`src/rtl/ir_carrier_burst_segmenter_defines.svh`:
```
// ----------------------------------------------------------------------------
// IR carrier burst segmenter assertion macros
// Shared concurrent assertion forms used by the segmenter RTL.
// ----------------------------------------------------------------------------
`ifndef IR_CARRIER_BURST_SEGMENTER_DEFINES_SVH
`define IR_CARRIER_BURST_SEGMENTER_DEFINES_SVH

// Same-cycle implication, disabled while reset is asserted.
`define IRCBS_ASSERT_IMP(lbl, clk, rstn, ante, cons, msg) \
  lbl: assert property (@(posedge clk) disable iff (!(rstn)) (ante) |-> (cons)) \
    else $error(msg);

// Next-cycle implication, disabled while reset is asserted.
`define IRCBS_ASSERT_NXT(lbl, clk, rstn, ante, cons, msg) \
  lbl: assert property (@(posedge clk) disable iff (!(rstn)) (ante) |=> (cons)) \
    else $error(msg);

`endif

```
`src/rtl/ircbs_pkg.sv`:
```
// ----------------------------------------------------------------------------
// IR carrier burst segmenter package
// Types and fixed constants shared by the segmenter modules.
// ----------------------------------------------------------------------------
package ircbs_pkg;

  localparam int DUR_W  = 24;  // duration field width
  localparam int FREQ_W = 16;  // carrier frequency register width
  localparam int VAL_W  = 16;  // repetition value width
  localparam int KIND_W = 2;   // end marker width
  localparam int PROD_W = 40;  // duration * frequency plus rounding
  localparam int QUO_W  = 21;  // carrier period count width
  localparam int CNT_W  = 2;   // divider step counter width

  localparam int MAX_RESULTS = 17;

  localparam logic [FREQ_W-1:0] FREQ_RESET = 16'd38000;
  localparam logic [PROD_W-1:0] ROUND_HALF = 40'd500000;
  // Microseconds per second, the divisor.
  localparam logic [PROD_W-1:0] US_PER_S   = 40'd1000000;
  // Reciprocal of 3906.25 scaled by 2^43, applied to the dividend over 256.
  localparam logic [31:0]       RECIP_M     = 32'd2251799813;
  localparam int                RECIP_SHIFT = 43;

  typedef enum logic [1:0] {
    ST_IDLE,
    ST_MUL,
    ST_WAIT,
    ST_EMIT
  } state_t;

  typedef struct packed {
    logic busy;
    logic done;
  } div_stat_t;

  typedef struct packed {
    logic [VAL_W-1:0] repeat_value;
    logic             carrier_on;
    logic             signal_end;
    logic             last_signal_end;
    logic             run_last;
  } entry_t;

endpackage

```
`src/rtl/ircbs_if.sv`:
```
// ----------------------------------------------------------------------------
// IR carrier burst segmenter channels
// Valid/ready channels for the input symbols and the timer entries.
// ----------------------------------------------------------------------------
interface ircbs_in_if;
  logic        valid;
  logic        ready;
  logic [23:0] duration_us;
  logic        level;
  logic [1:0]  end_kind;

  modport source (output valid, output duration_us, output level, output end_kind,
                  input ready);
  modport sink   (input valid, input duration_us, input level, input end_kind,
                  output ready);
endinterface

interface ircbs_out_if;
  logic        valid;
  logic        ready;
  logic [15:0] repeat_value;
  logic        carrier_on;
  logic        signal_end;
  logic        last_signal_end;
  logic        run_last;

  modport source (output valid, output repeat_value, output carrier_on,
                  output signal_end, output last_signal_end, output run_last,
                  input ready);
  modport sink   (input valid, input repeat_value, input carrier_on,
                  input signal_end, input last_signal_end, input run_last,
                  output ready);
endinterface

```
`src/rtl/ircbs_div.sv`:
```
// ----------------------------------------------------------------------------
// IR carrier burst segmenter divider
// Division by one million through a reciprocal estimate, a back multiply and
// one correction step, one step per cycle.
// ----------------------------------------------------------------------------
module ircbs_div import ircbs_pkg::*; (
  input  logic              clk,
  input  logic              rst_n,
  input  logic              start,
  input  logic [PROD_W-1:0] dividend,
  output logic [QUO_W-1:0]  quotient,
  output div_stat_t         stat
);

  logic [PROD_W-1:0] num_r, num_nxt;
  logic [PROD_W-1:0] rem_r, rem_nxt;
  logic [QUO_W-1:0]  quo_r, quo_nxt;
  logic [CNT_W-1:0]  cnt_r, cnt_nxt;
  logic              busy_r, busy_nxt;
  logic              done_r, done_nxt;
  logic [63:0]       est_prod;
  logic [PROD_W-1:0] est_back;

  // The estimate is never above the true quotient and at most one below it.
  assign est_prod = {32'd0, num_r[PROD_W-1:8]} * {32'd0, RECIP_M};
  assign est_back = {{(PROD_W-QUO_W){1'b0}}, quo_r} * US_PER_S;

  always_comb begin
    num_nxt  = num_r;
    rem_nxt  = rem_r;
    quo_nxt  = quo_r;
    cnt_nxt  = cnt_r;
    busy_nxt = busy_r;
    done_nxt = 1'b0;
    if (start) begin
      num_nxt  = dividend;
      cnt_nxt  = '0;
      busy_nxt = 1'b1;
    end else if (busy_r) begin
      cnt_nxt = cnt_r + CNT_W'(1);
      if (cnt_r == CNT_W'(0)) begin
        quo_nxt = est_prod[RECIP_SHIFT +: QUO_W];
      end else if (cnt_r == CNT_W'(1)) begin
        rem_nxt = num_r - est_back;
      end else begin
        if (rem_r >= US_PER_S) begin
          quo_nxt = quo_r + QUO_W'(1);
        end
        busy_nxt = 1'b0;
        done_nxt = 1'b1;
      end
    end
  end

  always_ff @(posedge clk) begin
    num_r <= num_nxt;
    rem_r <= rem_nxt;
    quo_r <= quo_nxt;
    cnt_r <= cnt_nxt;
    if (!rst_n) begin
      busy_r <= 1'b0;
      done_r <= 1'b0;
    end else begin
      busy_r <= busy_nxt;
      done_r <= done_nxt;
    end
  end

  assign quotient  = quo_r;
  assign stat.busy = busy_r;
  assign stat.done = done_r;

endmodule

```
`src/rtl/ircbs_chunk.sv`:
```
// ----------------------------------------------------------------------------
// IR carrier burst segmenter chunker
// Forms the next timer entry from the remaining period count.
// ----------------------------------------------------------------------------
module ircbs_chunk import ircbs_pkg::*; #(
  parameter int CHUNK_MAX = 65535
) (
  input  logic [QUO_W-1:0] rest,
  input  logic             filler,
  input  logic             level,
  input  logic             pend,
  input  logic             fend,
  output entry_t           entry,
  output logic [QUO_W-1:0] rest_nxt
);

  localparam logic [QUO_W-1:0] CHUNK = QUO_W'(CHUNK_MAX);

  logic [QUO_W-1:0] take;
  logic             last;

  always_comb begin
    if (filler) begin
      take = '0;
    end else begin
      take = (rest > CHUNK) ? CHUNK : rest;
    end
    rest_nxt = rest - take;
    last     = filler || (rest_nxt == '0);

    entry.repeat_value    = take[VAL_W-1:0];
    entry.carrier_on      = level && !filler;
    entry.signal_end      = last && pend;
    entry.last_signal_end = last && fend;
    entry.run_last        = last;
  end

endmodule

```
`src/rtl/ir_carrier_burst_segmenter.sv`:
```
// ----------------------------------------------------------------------------
// IR carrier burst segmenter
// One item at a time: the item is captured, the product is formed and the
// three-step reciprocal division by one million runs, and the quotient is
// handed over; then one entry leaves per cycle that it is taken. An item
// with no entry frees the input once the quotient is in.
// Reset: synchronous active-low rst_n; carrier frequency returns to 38000 Hz.
// ----------------------------------------------------------------------------
`include "ir_carrier_burst_segmenter_defines.svh"

module ir_carrier_burst_segmenter import ircbs_pkg::*; #(
  parameter int CHUNK_MAX     = 65535,
  parameter int DURATION_BITS = 24
) (
  input  logic              clk,
  input  logic              rst_n,
  input  logic              cfg_wr_en,
  input  logic [FREQ_W-1:0] cfg_wr_data,
  ircbs_in_if.sink          in_ch,
  ircbs_out_if.source       out_ch
);

  // Largest duration that passes unsaturated, and the cap on the total
  // repetition count so that no item produces more than MAX_RESULTS entries.
  localparam logic [32:0]      DUR_MAX = (33'd1 << DURATION_BITS) - 33'd1;
  localparam logic [QUO_W-1:0] CAP     = QUO_W'(MAX_RESULTS * CHUNK_MAX);

  state_t            state_r, state_nxt;
  logic [FREQ_W-1:0] freq_r;
  logic [DUR_W-1:0]  dur_r, dur_nxt;
  logic              level_r, level_nxt;
  logic              pend_r, pend_nxt;
  logic              fend_r, fend_nxt;
  logic              filler_r, filler_nxt;
  logic [QUO_W-1:0]  rest_r, rest_nxt;

  logic [DUR_W-1:0]  dur_sat;
  logic [PROD_W-1:0] prod;
  logic              div_start;
  logic [QUO_W-1:0]  quotient;
  div_stat_t         div_stat;
  logic [QUO_W-1:0]  n_m1;
  entry_t            entry;
  logic [QUO_W-1:0]  chunk_rest;
  logic              in_acc;
  logic              out_acc;

  // Carrier frequency register; to be written only while the block is idle, which the block itself does not enforce.
  always_ff @(posedge clk) begin
    if (!rst_n) begin
      freq_r <= FREQ_RESET;
    end else if (cfg_wr_en) begin
      freq_r <= cfg_wr_data;
    end
  end

  // Durations beyond the configured width clamp to its maximum.
  assign dur_sat = ({9'd0, in_ch.duration_us} > DUR_MAX) ? DUR_MAX[DUR_W-1:0]
                                                         : in_ch.duration_us;

  // Periods = (duration * frequency + half a million) / one million. The
  // product with its rounding term is loaded straight into the divider.
  assign prod = ({{(PROD_W-DUR_W){1'b0}}, dur_r} * {{(PROD_W-FREQ_W){1'b0}}, freq_r})
                + ROUND_HALF;

  ircbs_div u_div (
    .clk      (clk),
    .rst_n    (rst_n),
    .start    (div_start),
    .dividend (prod),
    .quotient (quotient),
    .stat     (div_stat)
  );

  // Total repetitions minus one, clamped so the chunk loop stays bounded.
  assign n_m1 = ((quotient - QUO_W'(1)) > CAP) ? CAP : (quotient - QUO_W'(1));

  ircbs_chunk #(
    .CHUNK_MAX (CHUNK_MAX)
  ) u_chunk (
    .rest     (rest_r),
    .filler   (filler_r),
    .level    (level_r),
    .pend     (pend_r),
    .fend     (fend_r),
    .entry    (entry),
    .rest_nxt (chunk_rest)
  );

  assign in_acc  = in_ch.valid && in_ch.ready;
  assign out_acc = out_ch.valid && out_ch.ready;

  // Sequencer: capture the item, multiply and start the divider, wait for
  // the quotient, then hand out entries until the final one is taken, if any.
  always_comb begin
    state_nxt  = state_r;
    dur_nxt    = dur_r;
    level_nxt  = level_r;
    pend_nxt   = pend_r;
    fend_nxt   = fend_r;
    filler_nxt = filler_r;
    rest_nxt   = rest_r;
    div_start  = 1'b0;
    unique case (state_r)
      ST_IDLE: begin
        if (in_acc) begin
          dur_nxt   = dur_sat;
          level_nxt = in_ch.level;
          pend_nxt  = (in_ch.end_kind != '0);
          fend_nxt  = in_ch.end_kind[KIND_W-1];
          state_nxt = ST_MUL;
        end
      end
      ST_MUL: begin
        div_start = 1'b1;
        state_nxt = ST_WAIT;
      end
      ST_WAIT: begin
        if (div_stat.done) begin
          if (quotient == '0) begin
            // No carrier periods: a lone filler entry carries the end marks,
            // and a plain symbol produces nothing at all.
            filler_nxt = 1'b1;
            rest_nxt   = '0;
            state_nxt  = pend_r ? ST_EMIT : ST_IDLE;
          end else begin
            filler_nxt = 1'b0;
            rest_nxt   = n_m1;
            state_nxt  = ST_EMIT;
          end
        end
      end
      ST_EMIT: begin
        if (out_acc) begin
          rest_nxt = chunk_rest;
          if (entry.run_last) begin
            state_nxt = ST_IDLE;
          end
        end
      end
      default: begin
        state_nxt = ST_IDLE;
      end
    endcase
  end

  always_ff @(posedge clk) begin
    dur_r    <= dur_nxt;
    level_r  <= level_nxt;
    pend_r   <= pend_nxt;
    fend_r   <= fend_nxt;
    filler_r <= filler_nxt;
    rest_r   <= rest_nxt;
    if (!rst_n) begin
      state_r <= ST_IDLE;
    end else begin
      state_r <= state_nxt;
    end
  end

  // The entry is formed from registered state only, so it holds while the
  // output is stalled.
  assign in_ch.ready            = (state_r == ST_IDLE);
  assign out_ch.valid           = (state_r == ST_EMIT);
  assign out_ch.repeat_value    = entry.repeat_value;
  assign out_ch.carrier_on      = entry.carrier_on;
  assign out_ch.signal_end      = entry.signal_end;
  assign out_ch.last_signal_end = entry.last_signal_end;
  assign out_ch.run_last        = entry.run_last;

  `IRCBS_ASSERT_IMP(a_ready_excl_valid, clk, rst_n, in_ch.ready, !out_ch.valid, "input ready while an entry is pending")
  `IRCBS_ASSERT_NXT(a_last_frees_input, clk, rst_n, out_acc && out_ch.run_last, in_ch.ready, "input not ready after the final entry")
  `IRCBS_ASSERT_IMP(a_ends_on_last, clk, rst_n, out_ch.valid && !out_ch.run_last, !out_ch.signal_end && !out_ch.last_signal_end, "end mark on an inner entry")
  `IRCBS_ASSERT_IMP(a_div_idle, clk, rst_n, (state_r == ST_IDLE) || (state_r == ST_EMIT), !div_stat.busy && !div_stat.done, "divider active outside its wait")

endmodule

```
`src/flat_wrapper.sv`:
```
// flat-port wrapper written by rule: the top's interface ports become plain ports
module ir_carrier_burst_segmenter_flat import ircbs_pkg::*;
#(
  parameter int CHUNK_MAX     = 65535,
  parameter int DURATION_BITS = 24
)
  (clk, rst_n, cfg_wr_en, cfg_wr_data, in_ch_valid, in_ch_duration_us, in_ch_level, in_ch_end_kind, in_ch_ready, out_ch_valid, out_ch_repeat_value, out_ch_carrier_on, out_ch_signal_end, out_ch_last_signal_end, out_ch_run_last, out_ch_ready);
  ircbs_in_if in_ch_i ();
  ircbs_out_if out_ch_i ();
  input  logic clk;
  input  logic rst_n;
  input  logic cfg_wr_en;
  input  logic [FREQ_W-1:0] cfg_wr_data;
  input wire logic [$bits(in_ch_i.valid)-1:0] in_ch_valid;
  input wire logic [$bits(in_ch_i.duration_us)-1:0] in_ch_duration_us;
  input wire logic [$bits(in_ch_i.level)-1:0] in_ch_level;
  input wire logic [$bits(in_ch_i.end_kind)-1:0] in_ch_end_kind;
  output wire logic [$bits(in_ch_i.ready)-1:0] in_ch_ready;
  output wire logic [$bits(out_ch_i.valid)-1:0] out_ch_valid;
  output wire logic [$bits(out_ch_i.repeat_value)-1:0] out_ch_repeat_value;
  output wire logic [$bits(out_ch_i.carrier_on)-1:0] out_ch_carrier_on;
  output wire logic [$bits(out_ch_i.signal_end)-1:0] out_ch_signal_end;
  output wire logic [$bits(out_ch_i.last_signal_end)-1:0] out_ch_last_signal_end;
  output wire logic [$bits(out_ch_i.run_last)-1:0] out_ch_run_last;
  input wire logic [$bits(out_ch_i.ready)-1:0] out_ch_ready;
  assign in_ch_i.valid = in_ch_valid;
  assign in_ch_i.duration_us = in_ch_duration_us;
  assign in_ch_i.level = in_ch_level;
  assign in_ch_i.end_kind = in_ch_end_kind;
  assign in_ch_ready = in_ch_i.ready;
  assign out_ch_valid = out_ch_i.valid;
  assign out_ch_repeat_value = out_ch_i.repeat_value;
  assign out_ch_carrier_on = out_ch_i.carrier_on;
  assign out_ch_signal_end = out_ch_i.signal_end;
  assign out_ch_last_signal_end = out_ch_i.last_signal_end;
  assign out_ch_run_last = out_ch_i.run_last;
  assign out_ch_i.ready = out_ch_ready;
  ir_carrier_burst_segmenter #(.CHUNK_MAX(CHUNK_MAX), .DURATION_BITS(DURATION_BITS)) u_core (.clk(clk), .rst_n(rst_n), .cfg_wr_en(cfg_wr_en), .cfg_wr_data(cfg_wr_data), .in_ch(in_ch_i), .out_ch(out_ch_i));
endmodule
```
`config.mk`:
```
export PLATFORM = sky130hd
export DESIGN_NAME = ir_carrier_burst_segmenter_flat
export DESIGN_NICKNAME = d
export VERILOG_FILES = /design/src/rtl/ircbs_pkg.sv /design/src/rtl/ircbs_if.sv /design/src/rtl/ircbs_div.sv /design/src/rtl/ircbs_chunk.sv /design/src/rtl/ir_carrier_burst_segmenter.sv /design/src/flat_wrapper.sv
export VERILOG_INCLUDE_DIRS = /design/src /design/src/rtl
export SDC_FILE = /design/constraint.sdc
export NUM_CORES = 2
export LEC_CHECK = 0
export ABC_AREA = 1
export CAP_MARGIN = 20
export CELL_PAD_IN_SITES_DETAIL_PLACEMENT = 1
export CELL_PAD_IN_SITES_GLOBAL_PLACEMENT = 1
export CORE_ASPECT_RATIO = 0.6
export CORE_MARGIN = 8
export CORE_UTILIZATION = 46
export CTS_CLUSTER_DIAMETER = 200
export DETAILED_ROUTE_END_ITERATION = 10
export DONT_BUFFER_PORTS = 1
export PLACE_DENSITY = 0.85
export SLEW_MARGIN = 40
export SYNTH_ARGS = -nofsm -noshare
export SYNTH_HDL_FRONTEND = slang
export SYNTH_HIERARCHICAL = 1
export SYNTH_SLANG_ARGS = --single-unit
```
`constraint.sdc`:
```
create_clock -name clk -period 6.3 [get_ports clk]
set_input_delay 0.63 -clock clk [delete_from_list [all_inputs] [get_ports clk]]
set_output_delay 0.63 -clock clk [all_outputs]
set_load 0.1 [all_outputs]
```
# Yosys cells after proc, flatten, opt, wreduce, memory -nomap -nowiden
# Cells that the tools add are included.
[word_totals]
ff_bits = 172
inputBits = 48
output_inout_bits = 22
word_cells = 84
[op_classes]
addsub = 6
multipliers = 3
n_lt_le_gt_ge = 3
n_eq_ne = 9
mux = 24
bitwise_logic = 4
reduce_logical = 21
[op_table]
columns = ["op", "count"]
rows = [
  ["$mux W21", 9],
  ["$mul A32 B32 Y64 const B", 1],
  ["$logic_not A21 Y1", 2],
  ["$pmux W21 S2", 1],
  ["$add A40 B19 Y40 const B", 1],
  ["$ge A40 B20 Y1 const B", 1],
  ["$mul A24 B16 Y40", 1],
  ["$sub A40 B40 Y40", 1],
  ["$mul A21 B14 Y34 const B", 1],
  ["$add A21 B1 Y21 const B", 1],
  ["$gt A21 B16 Y1 const B", 1],
  ["$gt A21 B21 Y1 const B", 1],
  ["$sub A21 B1 Y21 const B", 1],
  ["$sub A21 B21 Y21", 1],
  ["$mux W2", 6],
  ["$reduce_and A4 Y1", 3],
  ["$ne A2 B2 Y1 const B", 5],
  ["$pmux W2 S4", 1],
  ["$mux W1", 7],
  ["$reduce_bool A2 Y1", 3],
  ["$logic_and A1 B1 Y1", 5],
  ["$eq A2 B1 Y1 const B", 2],
  ["$eq A2 B2 Y1 const B", 2],
  ["$logic_not A2 Y1", 2],
  ["7 further kinds", 11],
]

# Depth between registers and ports, before layout
[logic_depth]
depth_word = 9
ltp_mapped = 33
mapped_depth_nobuf = 33

# Hierarchy
# The synthesis kept the hierarchy.
[by_module_without_submodules]
columns = ["mod", "n_inst", "cells_each", "area_each_um2", "seq_area_each_um2"]
rows = [
  ["ircbs_div", 1, 3323, 28268.4, 2752.6],
  ["ir_carrier_burst_segmenter", 1, 2164, 16528.4, 1831.8],
  ["ircbs_chunk", 1, 388, 1856.8, 0.0],
]

# Worst setup path before layout
# OpenSTA, ideal clock, no wires.
[synth_path]
path_type = "reg-to-reg"
from = "reg u_core.u_div.quo_r[2], in the netlist u_core/u_div/quotient[2]"
to = "reg u_core.u_div.rem_r[37] (data pin)"
setup_time_ps = 252
t_arrival_ps = 5795
required_ps = 6048
slack_ps = 253
stages_incl_launch_ff = 27
n_path_buf = 0
synth_period_minus_slack_ps = 6047
path_cell_list = "edfxtp_1 -> inv_1 -> fa_1 -> inv_1 -> fa_1 -> fa_1 -> fa_1 -> ha_1 -> inv_1 -> fa_1 -> inv_1 -> ha_1 -> a21oi_1 -> a21boi_0 -> nand2_1 -> a21oi_1 -> o21ai_1 -> xnor2_1 -> ha_1 -> a21oi_1 -> o21ai_0 -> a21oi_1 -> o21ai_0 -> a21oi_1 -> nand2_1 -> nand2_1 -> nand2_1"
[synth_via]
elab_chain_len = 2
[synth_lines]
columns = ["element", "line", "rtl"]
rows = [
  ["from (decl)", "ircbs_div.sv:17", "logic [QUO_W-1:0] quo_r, quo_nxt;"],
  ["from (signal assigned)", "ircbs_div.sv:58", "quo_r <= quo_nxt;"],
  ["$mul A21 B14 Y34", "ircbs_div.sv:26", "assign est_back = {{(PROD_W-QUO_W){1'b0}}, quo_r} * US_PER_S;"],
  ["$sub A40 B40 Y40", "ircbs_div.sv:44", "rem_nxt = num_r - est_back;"],
  ["to (signal assigned)", "ircbs_div.sv:57", "rem_r <= rem_nxt;"],
  ["to (decl)", "ircbs_div.sv:16", "logic [PROD_W-1:0] rem_r, rem_nxt;"],
]
# No other way between the ends.
# A chain may end at the register's enable or synchronous reset.

# Worst setup path in the final report
[layout_path]
from = "reg u_core.u_div.quo_r[2], in the netlist u_core/u_div/quotient[2]"
to = "reg u_core.u_div.rem_r[33] (data pin)"
# The elaborated chain is that of the path after synthesis.

==> summary.txt <==
Outcome
  – Result of the run: complete, but fails checks
  – Failing checks: negative setup slack

Placement
  – Gp weighted congestion: 0.981
  – Instance area at placement: 52900 um2
  – Port-buffer cells: 0
  – Post-DP HPWL: 155000 um

GRT
  – Largest net degree at the start of global routing: 37
  – Global-route wire length before repair: just under 300000 um
  – Overall track demand over capacity in global routing: between 30 and 40%
  – Initial antenna violation count: 6
  – Overflow left after global routing: 0
  – Vias in the first global route: 48.7k

Drt
  – Wire length per cell: between 20 and 30 um
  – First-pass iteration count of the detailed router: 9
  – Total wirelength of the detailed-routed design: ~230000 um
  – Remaining antenna violation count: 0
  – DRC Markers: 0
  – Number of DRC markers after the initial detailed-route iteration: between 5k and 6k
  – Vias: between 40k and 50k
  – Routed vias/inst: around 6.1

STA
  – Time the worst path needs with I/O delays and setup: 7.05 ns
  – Share of the clock period used by the worst path: 112%
  – Final Worst Setup Slack: -0.753 ns
  – Headroom to the max-slew limit: 41.9%
  – Pins over their slew limit: 0
  – Worst Skew: between 0.02 and 0.025 ns
  – Maximum clock frequency: 142 MHz
  – Actual slew at the worst max-slew pin: approximately 0.86 ns
  – Number of failing setup endpoints in the final timing report: 61
  – Setup repair after global routing missed its margin: true
  – Count of endpoints failing hold in the final timing report: 0

Die
  – Die Wd: roughly 430 um
  – Die extent in y: between 200 and 300 um
  – Top-level I/O count: 70
  – Die outline area: around 110000 um2
  – Area of the core: about 100000 um2
  – Initial Utilization: roughly 46%
  – Placement Rows: 90

Flow run
  – Number of maximum-capacitance violations: 0

Finish
  – Final Net Count: roughly 7.9k
  – Final design instance area without fill: slightly below 60000 um2
  – Layout-stage area growth over the synthesis result: 25.3%
  – Fill cell instance count of the final layout: between 10k and 15k
  – Utilization of the core after routing: around three fifths
  – Layout cell share with drive strength beyond 1: between 20% and 30%

Worst setup path
  – Critical path endpoint category: register
  – Master of the slowest instance on the critical path: fa_2
  – Reg2Reg Launch Point: u_core/u_div/quotient[2]
  – CP Data Required Time: ~6.6 ns
  – Cell with the most instances on the worst path: buf_4
  – Worst Setup Start Kind: register
  – R2R depth: 28
  – Worst R2R End: u_core/u_div/rem_r[33]
  – WP data arrival: ~7.3 ns
  – Reg2reg setup slack: -0.75 ns
  – Worst Path Max Fanout: 4
  – Maximum single-stage delay on the critical path: 0.60 ns
  – Start-to-end type of the worst setup path: reg -> reg

Hold path
  – Hold Crit Class: in -> reg
  – End point of the most critical hold path: u_core/dur_r[2]
  – Hold Startpoint: in_ch_duration_us[2]
  – Hold path cells: 0

Logic synthesis
  – Average cell area after synthesis: between 7 and 8 um2
  – Synth warnings: 6
  – Cells after Synth: 5871
  – Syn Std Cell Area: ~47000 um2

Clock tree
  – Clock tree root driver cell: clkbuf_16
  – Max clock buf depth: 2
  – Total number of clock tree sinks: 160
  – CTS tree: yes
  – Clock transition at the register clock pins on the worst setup and hold paths after CTS: 0.10 ns
  – # H-tree levels: 4
  – Clock insertion delay at the later pin of the skew report: 0.54 ns
  – Number of buffers added by the clock tree synthesis step: 17
-- worst max path at each step --
stage                                   from                        end  slack (ns)  cells past startpoint
global placement      u_core/u_div/num_r[24]  u_core/u_div/quotient[13]       -0.37                     25
floorplan           u_core/u_div/quotient[2]     u_core/u_div/rem_r[37]        0.25                     26
finish              u_core/u_div/quotient[2]     u_core/u_div/rem_r[33]       -0.75                     28
CTS                   u_core/u_div/num_r[28]  u_core/u_div/quotient[16]       -0.09                     25
global route        u_core/u_div/quotient[2]     u_core/u_div/rem_r[33]       -0.86                     28
detailed placement    u_core/u_div/num_r[24]  u_core/u_div/quotient[13]       -0.53                     25
-- worst max-delay path, delay by kind of cell (launching register included) --
family	cells	cell delay, ns
adder cells (fa/ha/maj)	8	3.41
flip-flops	1	0.46
AND/OR/NAND/NOR	4	0.50
buffers and inverters	10	1.19
XOR/XNOR	2	0.58
AO/OA/AOI/OAI	4	0.64
-- metrics by stage --
step           cells  hold WS (ns)  TNS (ns)  worst slack (ns)
6_report        7815         0.181    -21.87            -0.753
5_1_grt         7812         0.158    -25.21            -0.861
4_1_cts         7765         0.160    -0.873           -0.0882
3_5_place_dp    7700         0.480    -14.45            -0.530
3_3_place_gp    7699         0.466     -6.86            -0.368
2_1_floorplan   5874         0.446         0             0.253
-- cell type report --
class                   instances  area, um2  area share [%]
diodes                          3       7.51          0.0128
clock buffers                  17        425           0.728
clock inverters                15        183           0.313
inverters                    1578       5940            10.2
multi-input cells            4018      39700            68.0
flip-flops and latches        160       4600            7.86
well taps                    1334       1670            2.86
repair buffers                690       5890            10.1
-- cell usage in the layout (no fill, tap or decap), types with 12 or more instances in the layout --
cell / count
inv_1: 1497
nand2_1: 1145
fa_1: 742
buf_4: 593
ha_1: 569
nor2_1: 198
nand2_2: 184
a21oi_1: 138
edfxtp_1: 138
nand3_1: 128
o21ai_0: 81
a21oi_2: 81
ha_4: 77
inv_2: 75
nor2_2: 68
nor2_4: 68
nand2_4: 62
nand3_2: 58
buf_6: 57
xor2_1: 56
fa_2: 40
buf_12: 39
xnor2_1: 31
nand4_1: 30
o21ai_2: 24
o21ai_1: 22
nor3_2: 21
a21oi_4: 18
clkbuf_16: 17
o21bai_1: 17
dfxtp_1: 15
nor3_1: 14
nand3_4: 12
-- sequential cells by signal (all words and copies together) (netlist names) --
register	cells
u_core/u_div/num_r	34
u_core/u_div/rem_r	34
u_core/dur_r	24
u_core/rest_r	21
u_core/u_div/quotient	21
u_core/freq_r	16
u_core/state_r	2
u_core/u_div/cnt_r	2
u_core/fend_r	1
u_core/filler_r	1
u_core/level_r	1
u_core/pend_r	1
u_core/u_div/busy_r	1
u_core/u_div/done_r	1
-- per-layer routing --
layer,up-vias,routed length (um),global-route usage (%)
li1,18800,-,-
met1,23800,84700,46.6
met2,3536,100000,52.3
met3,1277,27700,9.01
met4,6,15900,9.65
met5,-,37,0
-- timing repair --
| action | in CTS | in global routing |
|---|---|---|
| setup buffers | 34 | 55 |
| gates cloned | 0 | 0 |
| hold buffers | 0 | 0 |
| setup endpoints to repair | 51 | 61 |
| pin swaps | 220 | 273 |
| gates resized for setup | 564 | 481 |
Power is not shown: default switching activity piles up to over one toggle a cycle in this logic, so the estimate is an artifact.
